==> config.mk <==
export PLATFORM = sky130hd
export DESIGN_NAME = lvd_mul
export DESIGN_NICKNAME = d
export VERILOG_FILES = /design/src/design/lvd_pkg.sv /design/src/design/lvd_mul.sv
export SDC_FILE = /design/constraint.sdc
export NUM_CORES = 2
export LEC_CHECK = 0
export ABC_AREA = 1
export BUFFER_PORTS_ARGS = -buffer_cell sky130_fd_sc_hd__buf_2
export CAP_MARGIN = 25
export CORE_ASPECT_RATIO = 0.8
export CORE_MARGIN = 2
export CORE_UTILIZATION = 45
export DETAILED_ROUTE_END_ITERATION = 6
export GPL_ROUTABILITY_DRIVEN = 0
export PLACE_DENSITY_LB_ADDON = 0.12
export REMOVE_ABC_BUFFERS = 1
export SYNTH_ARGS = -nofsm -noshare
export SYNTH_HDL_FRONTEND = slang
export SYNTH_SLANG_ARGS = --single-unit
==> constraint.sdc <==
create_clock -name clk -period 8.3 [get_ports clk]
set_clock_uncertainty 0.2 [all_clocks]
set_input_delay 1.245 -clock clk [delete_from_list [all_inputs] [get_ports clk]]
set_output_delay 1.245 -clock clk [all_outputs]
set_load 0.005 [all_outputs]
==> src/design/lvd_pkg.sv <==
package lvd_pkg;

    localparam int LVD_MAX_DEGREE    = 255;
    localparam int LVD_FRACTION_BITS = 28;

    localparam int WORD_W = 64;
    localparam int X_W    = 32;
    localparam int DEG_W  = 8;

    typedef struct packed {
        logic signed [X_W-1:0]   x_value;
        logic        [DEG_W-1:0] degree;
    } in_t;

    typedef struct packed {
        logic signed [WORD_W-1:0] poly_value;
        logic signed [WORD_W-1:0] first_derivative;
        logic signed [WORD_W-1:0] second_derivative;
        logic                     saturated;
    } out_t;

    // Multiplier request: frac selects the fixed-point shift, else integer product
    typedef struct packed {
        logic start;
        logic frac;
    } mul_ctl_t;

    typedef enum logic [3:0] {
        ST_IDLE,
        ST_INIT,
        ST_MUL_C,
        ST_MUL_CP,
        ST_MUL_PM,
        ST_DIV_P,
        ST_MUL_XD,
        ST_MUL_TK,
        ST_MUL_DM,
        ST_DIV_D,
        ST_MUL_DK,
        ST_MUL_CE,
        ST_MUL_EM,
        ST_DIV_E
    } state_t;

endpackage

==> src/design/lvd_mul.sv <==
module lvd_mul #(
    parameter int FRACTION_BITS = lvd_pkg::LVD_FRACTION_BITS
) (
    input  logic                      clk,
    input  logic                      rst_n,
    input  lvd_pkg::mul_ctl_t         ctl,
    input  logic [lvd_pkg::WORD_W-1:0] a,
    input  logic [lvd_pkg::WORD_W-1:0] b,
    output logic                      done,
    output logic [lvd_pkg::WORD_W-1:0] product,
    output logic                      clip
);

    localparam int W = lvd_pkg::WORD_W;
    localparam int H = W / 2;

    localparam logic [2:0] PP_LAST  = 3'd3;
    localparam logic [2:0] ACC_LAST = 3'd4;
    localparam logic [2:0] NEG_STEP = 3'd5;
    localparam logic [2:0] OUT_STEP = 3'd6;

    localparam logic [W-1:0] POS_MAX = {1'b0, {(W-1){1'b1}}};
    localparam logic [W-1:0] NEG_MIN = {1'b1, {(W-1){1'b0}}};

    logic           busy_reg, busy_next;
    logic [2:0]     cnt_reg, cnt_next;
    logic           done_reg, done_next;
    logic [W-1:0]   ua_reg, ua_next;
    logic [W-1:0]   ub_reg, ub_next;
    logic           neg_reg, neg_next;
    logic           frac_reg, frac_next;
    logic [W-1:0]   pp_reg, pp_next;
    logic [1:0]     off_reg, off_next;
    logic [2*W-1:0] acc_reg, acc_next;
    logic [W-1:0]   product_reg, product_next;
    logic           clip_reg, clip_next;

    logic [H-1:0]   a_half;
    logic [H-1:0]   b_half;
    logic [W-1:0]   pp_mul;
    logic [2*W-1:0] addend;
    logic [2*W-1:0] shifted;
    logic           ovf;

    always_comb
    begin
        a_half = cnt_reg[1] ? ua_reg[W-1:H] : ua_reg[H-1:0];
        b_half = cnt_reg[0] ? ub_reg[W-1:H] : ub_reg[H-1:0];
        pp_mul = a_half * b_half;

        case (off_reg)
            2'd0:    addend = {{W{1'b0}}, pp_reg};
            2'd1:    addend = {{H{1'b0}}, pp_reg, {H{1'b0}}};
            default: addend = {pp_reg, {W{1'b0}}};
        endcase

        shifted = frac_reg ? (2*W)'($signed(acc_reg) >>> FRACTION_BITS) : acc_reg;
        ovf     = shifted[2*W-1:W] != {W{shifted[W-1]}};

        busy_next    = busy_reg;
        cnt_next     = cnt_reg;
        done_next    = 1'b0;
        ua_next      = ua_reg;
        ub_next      = ub_reg;
        neg_next     = neg_reg;
        frac_next    = frac_reg;
        pp_next      = pp_reg;
        off_next     = off_reg;
        acc_next     = acc_reg;
        product_next = product_reg;
        clip_next    = clip_reg;

        if (ctl.start)
        begin
            ua_next   = a[W-1] ? (W'(0) - a) : a;
            ub_next   = b[W-1] ? (W'(0) - b) : b;
            neg_next  = a[W-1] ^ b[W-1];
            frac_next = ctl.frac;
            acc_next  = '0;
            cnt_next  = '0;
            busy_next = 1'b1;
        end
        else if (busy_reg)
        begin
            cnt_next = cnt_reg + 3'd1;
            if (cnt_reg <= PP_LAST)
            begin
                pp_next  = pp_mul;
                off_next = {1'b0, cnt_reg[1]} + {1'b0, cnt_reg[0]};
            end
            if (cnt_reg != '0 && cnt_reg <= ACC_LAST)
            begin
                acc_next = acc_reg + addend;
            end
            if (cnt_reg == NEG_STEP && neg_reg)
            begin
                acc_next = (2*W)'(0) - acc_reg;
            end
            if (cnt_reg == OUT_STEP)
            begin
                clip_next    = ovf;
                product_next = ovf ? (shifted[2*W-1] ? NEG_MIN : POS_MAX) : shifted[W-1:0];
                done_next    = 1'b1;
                busy_next    = 1'b0;
            end
        end
    end

    always_ff @(posedge clk or negedge rst_n)
    begin
        if (!rst_n)
        begin
            busy_reg <= 1'b0;
            cnt_reg  <= '0;
            done_reg <= 1'b0;
        end
        else
        begin
            busy_reg <= busy_next;
            cnt_reg  <= cnt_next;
            done_reg <= done_next;
        end
    end

    always_ff @(posedge clk)
    begin
        ua_reg      <= ua_next;
        ub_reg      <= ub_next;
        neg_reg     <= neg_next;
        frac_reg    <= frac_next;
        pp_reg      <= pp_next;
        off_reg     <= off_next;
        acc_reg     <= acc_next;
        product_reg <= product_next;
        clip_reg    <= clip_next;
    end

    assign done    = done_reg;
    assign product = product_reg;
    assign clip    = clip_reg;

endmodule

-- Word-level counts from Yosys, hierarchy flattened
Index checks and enable logic that the tools add are counted.
- order comparisons: 2
- add/sub/neg operators: 6
- reduce and logical (&&, ||, !) cells: 9
- multiplexer cells: 18
- $mul: 1
- shifts and indexed selects: 0
- eq/ne operators: 4
- bitwise gates (word level): 2
- div/mod/pow operators: 0
- operators by type and width (operator ; number):
    128-bit two-way mux ; 2
    128-bit one-hot mux with 2 select lines ; 1
    128-bit adder ; 1
    64-bit two-way mux ; 2
    1-bit by 128-bit subtractor with 128-bit output (first input constant) ; 1
    1-bit by 64-bit subtractor with 64-bit output (first input constant) ; 2
    127-bit two-way mux ; 1
    63-bit two-way mux ; 2
    32-bit by 32-bit multiplier with 64-bit output ; 1
    32-bit two-way mux ; 2
    64-bit != test ; 1
    3-bit equality test (second input constant) ; 2
    1-bit two-way mux ; 6
    3-bit two-way mux ; 2
    3-bit AND reduction ; 2
    2-bit nonzero test ; 2
    3-bit by 1-bit adder with 3-bit output (second input constant) ; 1
    3-bit by 2-bit less-or-equal comparator with 1-bit output (second input constant) ; 1
    3-bit less-or-equal comparator (second input constant) ; 1
    3-bit nonzero test ; 1
    1-bit by 1-bit adder with 2-bit output ; 1
    2-bit by 1-bit equality test with 1-bit output (second input constant) ; 1
    1-bit logical AND ; 2
    2-bit logical NOT ; 1
    other kinds (3) ; 3
- memories: 0
- input port bits: 132
- latch bits: 0
- memory bits (read-only): 0
- register bits: 394
- RAM bits: 0
- output and inout port bits: 66

-- Depth between registers and ports, before layout
- depth in word-level cells: 5
- gate-level depth with buffers: 35
- gate-level depth less buffers: 32

-- Least setup slack after synthesis
OpenSTA, ideal clock, no wires.
- path type: register -> register
- start point: register cnt_reg[1]
- end point: register pp_reg[49] (data pin)
- period minus slack after synthesis: 7.827 ns
- arrival: 7.374 ns
- setup slack: 0.473 ns
- path buffers: 4
- stages on the path, launching flop included: 32
- setup time: 0.252 ns
- cells stage by stage: dfrtp_1 > clkbuf_1 > inv_1 > clkbuf_1 > or2_2 > o21ai_0 > clkbuf_1 > clkbuf_1 > nor2_1 > fa_1 > fa_1 > fa_1 > inv_1 > fa_1 > inv_1 > fa_1 > inv_1 > fa_1 > inv_1 > fa_1 > fa_1 > ha_1 > nand2_1 > nor2_1 > inv_1 > nor2_1 > nand3_1 > o21ai_0 > a21oi_1 > or2_2 > nand3_1 > nand2_1
- word-level cells in the longest chain between the ends: 2
- ends and longest elaborated chain (item ; line ; text):
    start: declaration ; lvd_mul.sv:26 ; logic [2:0] cnt_reg, cnt_next;
    start signal: assignment ; lvd_mul.sv:120 ; cnt_reg <= cnt_next;
    32-bit two-way mux ; lvd_mul.sv:47 ; a_half = cnt_reg[1] ? ua_reg[W-1:H] : ua_reg[H-1:0];
    32-bit by 32-bit multiplier with 64-bit output ; lvd_mul.sv:49 ; pp_mul = a_half * b_half;
    net pp_mul[49] ; lvd_mul.sv:40 ; logic [W-1:0] pp_mul;
    end signal: assignment ; lvd_mul.sv:131 ; pp_reg <= pp_next;
    end: declaration ; lvd_mul.sv:32 ; logic [W-1:0] pp_reg, pp_next;
The timed path passes the listed nets, and every way through them passes these cells.
A chain may end at the register's enable or synchronous reset.

-- Final worst setup path
- start point: register cnt_reg[1]
- end point: register pp_reg[31] (data pin)
The elaborated chain is that of the path after synthesis.

==> run summary <==
• depth of the worst register-to-register path: 25
• DR vias: 72000
• detailed-route wire length: 306000 microns
• longest individual stage delay on the worst path: 0.62 ns
• post-synthesis sequential area ratio: 14.8%
• Final Hold Fails: 0
• clock buffer count from CTS: 48
• library cells used by synthesis: 53
• transition time of the tightest slew-check pin: 1.01 ns
• most prevalent standard cell on the critical path: fa_1
• highest-count cells in the layout ignoring fill and taps: nand2_1, inv_1, nor2_1
• CTS Root Cell: clkbuf_16
• detailed-route vias per instance: 5.57
• buffering stage count on the worst path with inverters included: 7
• floorplan die height: 359 microns
• number of global-route vias before repair: 68900
• post-detail-place hpwl: 259000 microns
• number of I/O port buffers: 197
• Hold Buf Count CTS: 0
• layout-stage area growth over the synthesis result: 10.3%
• Reg2Reg Setup Slack: 0.15 ns
• fmax: 123 MHz
• setup TNS: 0 ns
• FFs w/ async S/R, synth: 1.27%
• remaining antenna violation count after routing: 0
• overall track demand over capacity in global routing: 37.6%
• Max H-tree Level: 2
• post-synthesis simple-gate area fraction: 28.5%
• Finished Cell Area: 0.0783 sq mm
• worst reg2reg path startpoint: cnt_reg[1]
• combinational family with the most area after synthesis: adder cells
• slowest stage cell, crit path: fa_1
• Rel. slew slack: 32.0%
• Post-Syn Area per Cell: 6.75 sq um
• area share of the leading cell type in the synthesized netlist: 25.3%
• fraction of final layout cells sized beyond drive strength 1: 7.73%
• status: complete, no violations
• type of element capturing the critical path: flop
• max FFs per register: 128
• core area: 0.157 sq mm
• Post-Syn Instances: 10500
• number of enable-type register cells in the synthesized netlist: 261
• Die W: 448 microns
• largest net degree at the start of global routing: 117
• synthesized-area fraction occupied by adder cells: 32.3%
• Layout Cells excl Fill: 12900
• number of violations of the max-capacitance limit: 0
• category of the critical setup timing path: reg2reg
• count of boundary I/O pins: 198
• placed instance area: 0.0760 sq mm
• crit-path max FO: 30
• Clock Pin Slew Worst Setup and Hold Paths: 0.07 ns
• Compound-Gate Fraction of Synth Area: 7.58%
• kind of cell with the highest combined delay on the critical path: adder cells
• RSZ-0062 raised after global routing: true
• clock latency at the later pin of the worst-skew pair: 0.73 ns
• Req. time, crit path: 8.57 ns
• count of standard-cell rows: 130
• commonest register cell after synthesis: edfxtp_1
• number of sinks on the clock net: 394
• critical path startpoint category: flop
• total congestion overflow after global routing: 0
• multiplexer fraction of the synthesized cell area: 0%
• worst endpoint data arrival time: 8.43 ns
• most common library cell in the layout ignoring fill and taps: nand2_1
• final layout net count: 12200
• initial antenna violation count: 6
• Netlist Area Pre-Place: 0.0710 sq mm
• clock period minus worst slack: 8.15 ns
• final core utilization: 49.9%
• Detailed Routing Iterations Pass 1: 6
• deepest clock path buffer count: 3
• Synth area leader: fa_1
• count of final setup violators: 0
• flip-flop and latch count after synthesis: 394
• detailed-route wire length per cell: 23.7 microns
• CTS tree: yes
• violation count after the first detailed-routing iteration: 10400
• area of the die: 0.161 sq mm
• Synth Area in XOR/XNOR: 2.95%
• Warnings, synthesis: 0
• Final Max Slew Viols: 0
• post-route fraction of the period consumed by the critical path: 98.2%
• Hold Path Class: in2async
• cells taking the most area after synthesis: fa_1, nand2_1, inv_1, edfxtp_1, nor2_1
• worst reg2reg path endpoint: pp_reg[31]
• initial core utilization: 45.3%
• first-pass GRT wire length: 447000 microns
• post-detailed-route DRC marker count: 0
• number of placed cells counting well taps: 12800
what timing repair did:
item                                    in CTS  in global routing
endpoints found under the setup margin       8                 37
resized for setup                            5                 94
pin swaps                                    0                  4
cloned                                       0                  5
buffers inserted                             0                 22
routing by layer:
layer,global-route usage (%),share of wire (%),vias up
met5,0.689,0.057,-
met4,15.4,5.1,4
met3,11.0,14,741
met2,53.2,40,4701
met1,53.2,41,34100
li1,-,-,32500
Yosys cell counts (all sizes together) (66+ instances only):
| library cell | count |
|---|---|
| a21oi | 394 |
| clkbuf | 267 |
| dfxtp | 128 |
| edfxtp | 261 |
| fa | 897 |
| ha | 398 |
| inv | 2287 |
| nand2 | 2703 |
| nand3 | 429 |
| nand4 | 121 |
| nor2 | 1430 |
| nor3 | 107 |
| o21ai | 445 |
| o22ai | 66 |
| or2 | 101 |
| xor2 | 178 |
final cells by class:
type / instances / area [sq um]
fill: 16200 / 78500
multi-input combinational: 7520 / 51100
sequential: 394 / 10500
inverter: 2300 / 8660
timing repair buffer: 500 / 3660
tap: 2112 / 2640
clock buffer: 59 / 1290
clock inverter: 31 / 407
timing repair inverter: 3 / 22.5
antenna: 4 / 10.0
worst max path at each step:
stage / endpoint / start / cells after the start
after floorplan: pp_reg[49] / cnt_reg[1] / 27
after global placement: pp_reg[48] / cnt_reg[1] / 29
after detailed placement: pp_reg[36] / cnt_reg[0] / 26
after CTS: pp_reg[60] / cnt_reg[0] / 27
after global routing: pp_reg[58] / cnt_reg[0] / 31
final: pp_reg[31] / cnt_reg[1] / 25
through the flow:
step	hold slack [ns]	setup WS, ns
6_report	0.256	0.145
5_1_grt	0.258	-0.0218
4_1_cts	0.223	0.00369
3_5_place_dp	0.348	-0.156
3_3_place_gp	0.329	-0.101
2_1_floorplan	0.288	-0.414
kinds of logic (layout without fill, tap and decap cells):
kind of cell | Yosys count | after routing
buffers and inverters | 2604 | 2893
AO/OA/AOI/OAI | 1013 | 1013
adder cells (fa/ha/maj) | 1295 | 1295
flip-flops | 394 | 394
XOR/XNOR | 239 | 239
other | 0 | 4
AND/OR/NAND/NOR | 4973 | 4973
Power is not shown: default switching activity piles up to over one toggle a cycle in this logic, so the estimate is an artifact.
