==> config.mk <==
export PLATFORM = sky130hd
export DESIGN_NAME = lvd_div
export DESIGN_NICKNAME = d
export VERILOG_FILES = /design/src/design/lvd_pkg.sv /design/src/design/lvd_div.sv
export SDC_FILE = /design/constraint.sdc
export NUM_CORES = 1
export LEC_CHECK = 0
export ABC_AREA = 1
export BUFFER_PORTS_ARGS = -buffer_cell sky130_fd_sc_hd__clkbuf_2
export CORE_MARGIN = 3
export CORE_UTILIZATION = 56
export CTS_CLUSTER_SIZE = 40
export DETAILED_ROUTE_END_ITERATION = 8
export GPL_ROUTABILITY_DRIVEN = 0
export PLACE_DENSITY = 0.78
export RECOVER_POWER = 50
export SLEW_MARGIN = 20
export SYNTH_ARGS = -nofsm -noshare
export SYNTH_HDL_FRONTEND = slang
export SYNTH_SLANG_ARGS = --single-unit
export TNS_END_PERCENT = 1
==> constraint.sdc <==
create_clock -name clk -period 30.5 [get_ports clk]
set_input_delay 0 -clock clk [delete_from_list [all_inputs] [get_ports clk]]
set_output_delay 0 -clock clk [all_outputs]
set_load 0.02 [all_outputs]
==> src/design/lvd_pkg.sv <==
package lvd_pkg;

    localparam int LVD_MAX_DEGREE    = 255;
    localparam int LVD_FRACTION_BITS = 28;

    localparam int WORD_W = 64;
    localparam int X_W    = 32;
    localparam int DEG_W  = 8;

    typedef struct packed {
        logic signed [X_W-1:0]   x_value;
        logic        [DEG_W-1:0] degree;
    } in_t;

    typedef struct packed {
        logic signed [WORD_W-1:0] poly_value;
        logic signed [WORD_W-1:0] first_derivative;
        logic signed [WORD_W-1:0] second_derivative;
        logic                     saturated;
    } out_t;

    // Multiplier request: frac selects the fixed-point shift, else integer product
    typedef struct packed {
        logic start;
        logic frac;
    } mul_ctl_t;

    typedef enum logic [3:0] {
        ST_IDLE,
        ST_INIT,
        ST_MUL_C,
        ST_MUL_CP,
        ST_MUL_PM,
        ST_DIV_P,
        ST_MUL_XD,
        ST_MUL_TK,
        ST_MUL_DM,
        ST_DIV_D,
        ST_MUL_DK,
        ST_MUL_CE,
        ST_MUL_EM,
        ST_DIV_E
    } state_t;

endpackage

==> src/design/lvd_div.sv <==
module lvd_div #(
    parameter int JW = 8
) (
    input  logic                       clk,
    input  logic                       rst_n,
    input  logic                       start,
    input  logic [lvd_pkg::WORD_W-1:0] dividend,
    input  logic [JW-1:0]              divisor,
    output logic                       done,
    output logic [lvd_pkg::WORD_W-1:0] quotient
);

    localparam int W     = lvd_pkg::WORD_W;
    localparam int STEPS = 8;
    localparam int ITER  = W / STEPS;
    localparam int CNT_W = $clog2(ITER + 1);

    logic             busy_reg, busy_next;
    logic [CNT_W-1:0] cnt_reg, cnt_next;
    logic             done_reg, done_next;
    logic [W-1:0]     q_reg, q_next;
    logic [JW-1:0]    r_reg, r_next;
    logic [JW-1:0]    d_reg, d_next;
    logic             neg_reg, neg_next;

    logic [JW:0]      trial;
    logic [JW-1:0]    r_step;
    logic [W-1:0]     q_step;

    always_comb
    begin
        r_step = r_reg;
        q_step = q_reg;
        trial  = '0;
        // restoring division, STEPS quotient bits per cycle; remainder stays below divisor
        for (int i = 0; i < STEPS; i++)
        begin
            trial  = {r_step, q_step[W-1]};
            q_step = {q_step[W-2:0], 1'b0};
            if (trial >= {1'b0, d_reg})
            begin
                trial     = trial - {1'b0, d_reg};
                q_step[0] = 1'b1;
            end
            r_step = trial[JW-1:0];
        end

        busy_next = busy_reg;
        cnt_next  = cnt_reg;
        done_next = 1'b0;
        q_next    = q_reg;
        r_next    = r_reg;
        d_next    = d_reg;
        neg_next  = neg_reg;

        if (start)
        begin
            q_next    = dividend[W-1] ? (W'(0) - dividend) : dividend;
            neg_next  = dividend[W-1];
            r_next    = '0;
            d_next    = divisor;
            cnt_next  = '0;
            busy_next = 1'b1;
        end
        else if (busy_reg)
        begin
            cnt_next = cnt_reg + CNT_W'(1);
            if (cnt_reg == CNT_W'(ITER))
            begin
                // truncate toward zero: restore the sign on the magnitude quotient
                q_next    = neg_reg ? (W'(0) - q_reg) : q_reg;
                done_next = 1'b1;
                busy_next = 1'b0;
            end
            else
            begin
                q_next = q_step;
                r_next = r_step;
            end
        end
    end

    always_ff @(posedge clk or negedge rst_n)
    begin
        if (!rst_n)
        begin
            busy_reg <= 1'b0;
            cnt_reg  <= '0;
            done_reg <= 1'b0;
        end
        else
        begin
            busy_reg <= busy_next;
            cnt_reg  <= cnt_next;
            done_reg <= done_next;
        end
    end

    always_ff @(posedge clk)
    begin
        q_reg   <= q_next;
        r_reg   <= r_next;
        d_reg   <= d_next;
        neg_reg <= neg_next;
    end

    assign done     = done_reg;
    assign quotient = q_reg;

endmodule

# Word-level counts from Yosys, hierarchy flattened
# Cells that the tools add are included.
totals:
  in_bits: 75
  wordCells: 61
  output_inout_bits: 65
  ff_bits: 87
op_classes:
  addsub: 11
  n_lt_le_gt_ge: 8
  bitwise_logic: 1
  n_mux: 29
  reduce_logical: 3
  eq_ne: 2
ops:
  columns: ["operator", "count"]
  rows:
  - ["$mux W64", 5]
  - ["$sub A1 B64 Y64 const A", 2]
  - ["$ge A9 B8 Y1", 8]
  - ["$mux W8", 8]
  - ["$sub A8 B8 Y8", 8]
  - ["$mux W1", 14]
  - ["$mux W4", 2]
  - ["$add A4 B1 Y4 const B", 1]
  - ["$eq A4 B4 Y1 const B", 1]
  - ["$reduce_and A2 Y1", 2]
  - ["$ne A3 B3 Y1 const B", 1]
  - ["$reduce_bool A2 Y1", 1]
  - ["$not A1 Y1", 1]

# Longest topological paths before layout
# Gate-level depths: netlist (run 1).
depth:
  depth_word: 19
  mapped_depth: 106

# Worst setup path after synthesis (run 1)
# Ideal clock, no wire load.
synth_timing:
  path_type: "reg-to-reg"
  from: "register d_reg[1]"
  to: "register q_reg[0], in the netlist quotient[0] (data pin)"
  path_buffers: 3
  arrival_ps: 13214
  setup_ps: 269
  period_less_slack_ps: 13482
  required_time_ps: 30231
  path_stages_with_launch: 104
  slack_ps: 17018
  path_cell_list: "edfxtp_1 inv_1 ha_1 nand2_1 nor2_1 nand2_1 nand3_2 nand2_4 nand2_4 inv_4 or2_2 o21a_1 inv_1 ha_1 nand2_1 o21ai_1 a21o_1 nand2_1 (+68 left out) inv_1 nor2_2 nand3_1 nand2_1 inv_1 ha_1 nand2_1 nor2_1 a211oi_1 o21ai_0 nand3_1 nand2_1 nand2_1 nand2_1 inv_1 nand3_4 nand2_1 o21ai_0"
synth_between:
  elab_chain_cells: 19
  elab_cells_between_ends: 26
  classes_between: "add/sub: 7; order compare: 8; mux: 11"
synth_rtl:
  columns: ["element", "line_no", "source"]
  rows:
  - ["from (decl)", "lvd_div.sv:23", "logic [JW-1:0] d_reg, d_next;"]
  - ["from (signal assigned)", "lvd_div.sv:103", "d_reg <= d_next;"]
  - ["$sub A8 B8 Y8 / $ge A9 B8 Y1 (equally long branches)", "lvd_div.sv:42, lvd_div.sv:40", null]
  - ["$mux W8", "lvd_div.sv:40", "if (trial >= {1'b0, d_reg})"]
  - ["$sub A8 B8 Y8 / $ge A9 B8 Y1 (equally long branches)", "lvd_div.sv:42, lvd_div.sv:40", null]
  - ["$mux W8", "lvd_div.sv:40", null]
  - ["$sub A8 B8 Y8 / $ge A9 B8 Y1 (equally long branches)", "lvd_div.sv:42, lvd_div.sv:40", null]
  - ["$mux W8", "lvd_div.sv:40", null]
  - ["$sub A8 B8 Y8 / $ge A9 B8 Y1 (equally long branches)", "lvd_div.sv:42, lvd_div.sv:40", null]
  - ["$mux W8", "lvd_div.sv:40", null]
  - ["(+4 left out)", null, null]
  - ["$sub A8 B8 Y8 / $ge A9 B8 Y1 (equally long branches)", "lvd_div.sv:42, lvd_div.sv:40", null]
  - ["$mux W8", "lvd_div.sv:40", null]
  - ["$ge A9 B8 Y1 *", "lvd_div.sv:40", null]
  - ["$mux W1 *", "lvd_div.sv:40", null]
  - ["$mux W64 *", "lvd_div.sv:68", "if (cnt_reg == CNT_W'(ITER))"]
  - ["$mux W64 *", "lvd_div.sv:65", "else if (busy_reg)"]
  - ["$mux W64 *", "lvd_div.sv:56", "if (start)"]
  - ["named net q_next[0]", "lvd_div.sv:21", "logic [W-1:0] q_reg, q_next;"]
  - ["to (signal assigned)", "lvd_div.sv:101", "q_reg <= q_next;"]
  - ["to (decl)", "lvd_div.sv:21", null]
# The timed path passes the listed nets; every way through them passes the cells marked *. The select of a mux whose other input is x is not followed.
# A chain may end at the register's enable or synchronous reset.

# Worst setup path in the final report (run 1)
# Same ends and word-level chain as after synthesis.

==> flow_summary.yaml, run 1 <==
outcome:
  status: "finished, violations left"
  violations: "capacitance limit, slew limit"
floorplanning:
  die-area_um2: 20700
  dieWidth_um: 144
  core_area_um2: 18300
  rows: 49
  initial_core_util: 0.580
  io_pins: 140
  die_h_um: 144
critical_path:
  cp.depth: 96
  r2r_cells: 96
  cpPeakStageDelay_ns: 0.62
  criticalPathCategory: "flip-flop to flip-flop"
  crit_family: "compound AO/OA/AOI/OAI gates"
  r2r_slack_ns: 14.79
  arrival_ns: 15.75
  start_kind: "flip-flop"
  rr_startpoint: "d_reg[1]"
  cp-end-kind: "flip-flop"
  crit_slowest_cell: "edfxtp_1"
  critPathMaxFanout: 14
  crit_required_ns: 30.54
  path_buf_inv: 16
  crit_top_cell: "nand2_1"
  r2r-end: "quotient[0]"
hold_path:
  hp-start: "dividend[30]"
  hold_path_end: "quotient[30]"
  whs_path_depth: 3
  min_path_type: "primary input to flip-flop"
yosys:
  ys_warn_count: 0
  avgSynthCellArea_um2: 6.78
  ys.flop_type: "edfxtp_1"
  async_flop_share: 0.0690
  syn_nets: 1719
  yosys-top-cells-area: "edfxtp_1, nand2_1, ha_1"
  netlist_instances: 1568
  ys_types: 62
  netlist_area_um2: 10600
  yosys_register_bits: 87
  synth_edf_count: 73
  synth_top_cell_area_share: 0.206
  yosysSeqAreaShare: 0.235
  yosysTopAreaCell: "edfxtp_1"
grt:
  first_global_vias: 11100
  overflow: 0
  grt_pass1_wl_mm: 54.5
  grt_max_degree: 55
  grt_antenna_before_repair: 3
  gr-usage-all-layers: 0.331
detailed_routing:
  wirelength_mm: 34.1
  drc_errors: 0
  via_per_inst: 5.91
  vias: 11500
  ant_nets: 0
  avgRoutedWirePerCell_um: 17.6
  drt_iter0_markers: 990
  dr.pass1.iters: 6
final_layout:
  nFillCells: 1712
  largest_register_ffs: 64
  layout.cells.most_common_list: "nand2_1, inv_1, nor2_1"
  layout_commonest_cell: "nand2_1"
  antenna_cells: 0
  multiInputGateArea_um2: 7120
  drive_gt1_frac: 0.102
  final_core_util: 0.646
  fin_nets: 1856
  seq_area_um2: 2500
  area_growth_pct: 11.3
timing:
  rsz0062_at_grt: "false"
  worstMarginPinSlew_ns: 2.70
  period_share: 0.515
  tns_ns: 0
  slew_headroom: -0.797
  drv_slew: 188
  hold_viol: 0
  fin_skew_ns: 0.0132
  min_period_ns: 15.71
  fmax_mhz: 63.7
  setup-violations-final: 0
clocking:
  post_cts_buffers: 0
  root_buffer: "clkbuf_16"
  cts_buffers: 9
  clk_path_buf_depth: 2
  path_clk_slew_ns: 0.07
  cts_max_level: 3
  clkSinkCount: 87
  clk_latency_ns: 0.36
  cts_tree: "yes"
placement:
  io_buffers: 139
  place_hpwl_mm: 25.9
job:
  max_cap_viol_count: 4
==> cell type report <==
cell class	count	area share
tap	229	0.0242
inverter	234	0.0746
clock inverter	7	0.00613
clock buffer	9	0.0190
sequential	87	0.211
timing repair buffer	156	0.0628
multi-input combinational	1217	0.602
==> per-stage QoR <==
| stage | hold WS [ns] | cell area, um^2 | cells | setup slack [ns] |
|---|---|---|---|---|
| floorplan | -0.296 | 10600 | 1568 | 17.02 |
| detailed placement | -0.169 | 11500 | 1913 | 15.18 |
| global placement | -0.167 | 11500 | 1913 | 15.91 |
| global route | 0.0450 | 11800 | 1939 | 13.09 |
| CTS | 0.00280 | 11900 | 1939 | 15.08 |
| finish | 0.00986 | 11800 | 1939 | 14.79 |
==> tightest hold or removal path, cell delays in order <==
cell and delay (ns):
clkbuf_2 0.10, o21ai_0 0.08, o221ai_1 0.06
==> timing repair <==
item                                    in CTS  in global routing
endpoints found under the setup margin       0                  0
gates resized for setup                      0                  0
hold endpoints to repair                    15                  0
hold buffers                                10                  0
==> how the worst max path moves through the flow <==
stage / startpoint / end / slack [ns]
2_1_floorplan: d_reg[1] / quotient[0] / 17.02
3_3_place_gp: d_reg[1] / quotient[0] / 15.91
3_5_place_dp: d_reg[1] / quotient[0] / 15.18
4_1_cts: d_reg[1] / quotient[0] / 15.08
5_1_grt: d_reg[1] / quotient[0] / 13.09
6_report: d_reg[1] / quotient[0] / 14.79
==> per-layer routing <==
layer | up-vias | GRT usage | share of wire
li1 | 5571 | - | -
met1 | 5151 | 0.404 | 0.39
met2 | 612 | 0.563 | 0.47
met3 | 119 | 0.0619 | 0.091
met4 | 6 | 0.157 | 0.042
met5 | - | 0 | 0.0011
==> cells by family after synthesis <==
kind of cell	after synthesis	synth area share
fa+ha+maj	76	0.0951
simple gates	798	0.358
buf+inv	264	0.0966
flops	87	0.235
xor+xnor	90	0.0741
compound gates	253	0.141
==> cells in the mapped netlist (all sizes together) (2+ instances only) <==
library cell	count
a21o	2
a21oi	94
a221o	2
a22oi	9
a31oi	2
and2	2
and3	2
buf	7
clkbuf	23
clkinv	3
dfrtp	6
dfxtp	8
edfxtp	73
fa	8
ha	68
inv	231
nand2	362
nand3	127
nand3b	10
nand4	24
nor2	170
nor3	54
nor4	30
o211ai	10
o21ai	89
o21bai	7
o221ai	27
o311ai	2
o31ai	4
or2	12
or4	3
xnor2	23
xor2	67
Power of run 1 is not shown: default switching activity piles up to over one toggle a cycle in this logic, so the estimate is an artifact.
==> inputs of run 2 (changes only) <==
ABC_AREA = 0   (was 1)
clock period = 16.4 ns   (was 30.5 ns; I/O delays follow)
==> run 2 against run 1 <==
- the run ends with capacitance limit, slew limit, setup timing left
- register-to-register slack worse by 15 ns
- clock skew hardly changed
- non-clock buffer count is 71 higher
- critical path depth is 10 lower
- sequential share of layout area is 0.38 points lower
- fmax is 4.3% lower
- final cell count is 18% lower
- utilization is 6.8 points higher
- via count is 10% lower
- count of clock-buffer cells in the layout is 1 higher
- largest cell class unchanged
==> flow_summary.yaml, run 2 <==
outcome:
  status: "finished, violations left"
  violations: "capacitance limit, slew limit, setup timing"
grt:
  overflow: 0
  grt_max_degree: 112
  grt_antenna_before_repair: 0
  first_global_vias: 9522
  grt_pass1_wl_mm: 47.5
  gr-usage-all-layers: 0.299
timing:
  fin_skew_ns: 0.0135
  worstMarginPinSlew_ns: 2.53
  setup-violations-final: 1
  slew_headroom: -0.687
  drv_slew: 100
  fmax_mhz: 60.9
  hold_viol: 0
  tns_ns: -0.00825
  period_share: 1.00
  final.setup.worst_slack_ns: -0.00825
  rsz0062_at_grt: "true"
  min_period_ns: 16.41
floorplanning:
  dieWidth_um: 138
  die_h_um: 138
  rows: 47
  die-area_um2: 19200
  initial_core_util: 0.582
  io_pins: 140
  core_area_um2: 16900
placement:
  place_hpwl_mm: 22.0
  io_buffers: 139
detailed_routing:
  dr.pass1.iters: 6
  drc_errors: 0
  wirelength_mm: 32.2
  avgRoutedWirePerCell_um: 20.2
  vias: 10300
  ant_nets: 0
  drt_iter0_markers: 1005
  via_per_inst: 6.44
yosys:
  yosys_register_bits: 87
  synth_top_cell_area_share: 0.223
  synth_edf_count: 73
  yosysTopAreaCell: "edfxtp_1"
  netlist_area_um2: 9830
  netlist_instances: 1178
  syn_nets: 1329
  ys_warn_count: 0
  async_flop_share: 0.0690
  ys.flop_type: "edfxtp_1"
  synth.most_common_cell: "nor2_1"
  synthTopCellsByCount: "nor2_1, xor2_1, a21oi_1"
  yosysSeqAreaShare: 0.255
  ys_types: 73
  avgSynthCellArea_um2: 8.34
  yosys-top-cells-area: "edfxtp_1, xor2_1, ha_1"
critical_path:
  crit_slowest_cell: "edfxtp_1"
  arrival_ns: 16.65
  crit_top_cell: "o21ai_1"
  cp-end-kind: "flip-flop"
  cpPeakStageDelay_ns: 0.42
  crit_required_ns: 16.64
  criticalPathCategory: "flip-flop to flip-flop"
  start_kind: "flip-flop"
  critPathMaxFanout: 9
final_layout:
  drive_gt1_frac: 0.240
  fin_nets: 1519
  area_growth_pct: 22.6
  layout_commonest_cell: "clkbuf_2"
  antenna_cells: 0
  nFillCells: 1285
  largest_register_ffs: 64
  layout.cells.most_common_list: "clkbuf_2, nor2_1, xor2_1"
hold_path:
  min_path_type: "primary input to flip-flop"
clocking:
  path_clk_slew_ns: 0.07
  clk_path_buf_depth: 2
  cts_tree: "yes"
  cts_max_level: 3
  clk_latency_ns: 0.36
  clkSinkCount: 87
  cts_buffers: 9
  root_buffer: "clkbuf_16"
job:
  max_cap_viol_count: 2
[run 2: metal layers]
| layer | GRT usage | vias to the layer above | wire (um) |
|---|---|---|---|
| met5 | 0 | - | 0 |
| met4 | 0.122 | 0 | 1450 |
| met3 | 0.0525 | 125 | 2840 |
| met2 | 0.492 | 578 | 15200 |
| met1 | 0.392 | 4822 | 12700 |
| li1 | - | 4737 | - |
[run 2: logic make-up (layout without fill, tap and decap cells)]
logic type | count (synthesis) | count (layout) | share of synthesized area
simple gates | 391 | 391 | 0.199
compound gates | 335 | 335 | 0.225
xor+xnor | 157 | 157 | 0.140
buf+inv | 96 | 291 | 0.0392
flops | 87 | 87 | 0.255
fa+ha+maj | 76 | 76 | 0.103
mux | 36 | 36 | 0.0395
[run 2: what timing repair did]
| action | CTS | global route |
|---|---|---|
| cloned | 0 | 1 |
| endpoints found under the hold margin | 14 | 0 |
| setup buffers | 5 | 40 |
| gates resized for setup | 6 | 98 |
| endpoints found under the setup margin | 9 | 9 |
| pin swaps | 1 | 60 |
| hold buffers | 9 | 0 |
[run 2: metrics by stage]
| step | area (um^2) | utilization | instances | worst slack [ns] | hold WS, ns |
|---|---|---|---|---|---|
| after floorplan | 9910 | - | 1178 | 0.00943 | -0.296 |
| after global placement | 10900 | 0.647 | 1522 | 0.276 | -0.164 |
| after detailed placement | 10900 | 0.647 | 1522 | -0.381 | -0.161 |
| after CTS | 11300 | 0.672 | 1552 | 0.00867 | 0.00545 |
| after global routing | 12100 | 0.714 | 1593 | -0.726 | 0.0318 |
| final | 12100 | 0.714 | 1593 | -0.00825 | 0.0255 |
[run 2: final cells by class]
cell class | count | area [um^2] | area share
multi-input cells | 995 | 7410 | 0.615
flip-flops and latches | 87 | 2500 | 0.208
repair buffers | 227 | 1400 | 0.116
well taps | 220 | 275 | 0.0228
clock buffers | 10 | 239 | 0.0198
inverters | 48 | 185 | 0.0154
clock inverters | 6 | 42.5 | 0.00353
[run 2: final timing paths]
check | from | depth (start not counted) | slack, ns | to
max in group asynchronous | rst_n | 2 | 16.06 | cnt_reg[0]
worst min register to register | r_reg[7] | 2 | 0.48 | r_reg[7]
worst min-delay path | dividend[0] | 3 | 0.03 | quotient[0]
worst max-delay path | d_reg[6] | 86 | -0.008 | r_reg[6]
worst max register to register | d_reg[6] | 86 | -0.008 | r_reg[6]
min in group asynchronous | rst_n | 2 | 0.07 | done
[run 2: critical path, delay by kind of cell, from the launching register on]
family	cells	cell delay, ns
fa+ha+maj	8	2.16
simple gates	17	2.63
buf+inv	8	1.12
flops	1	0.42
compound gates	49	8.89
mux	4	1.02
Power of run 2 is left out for the same reason.
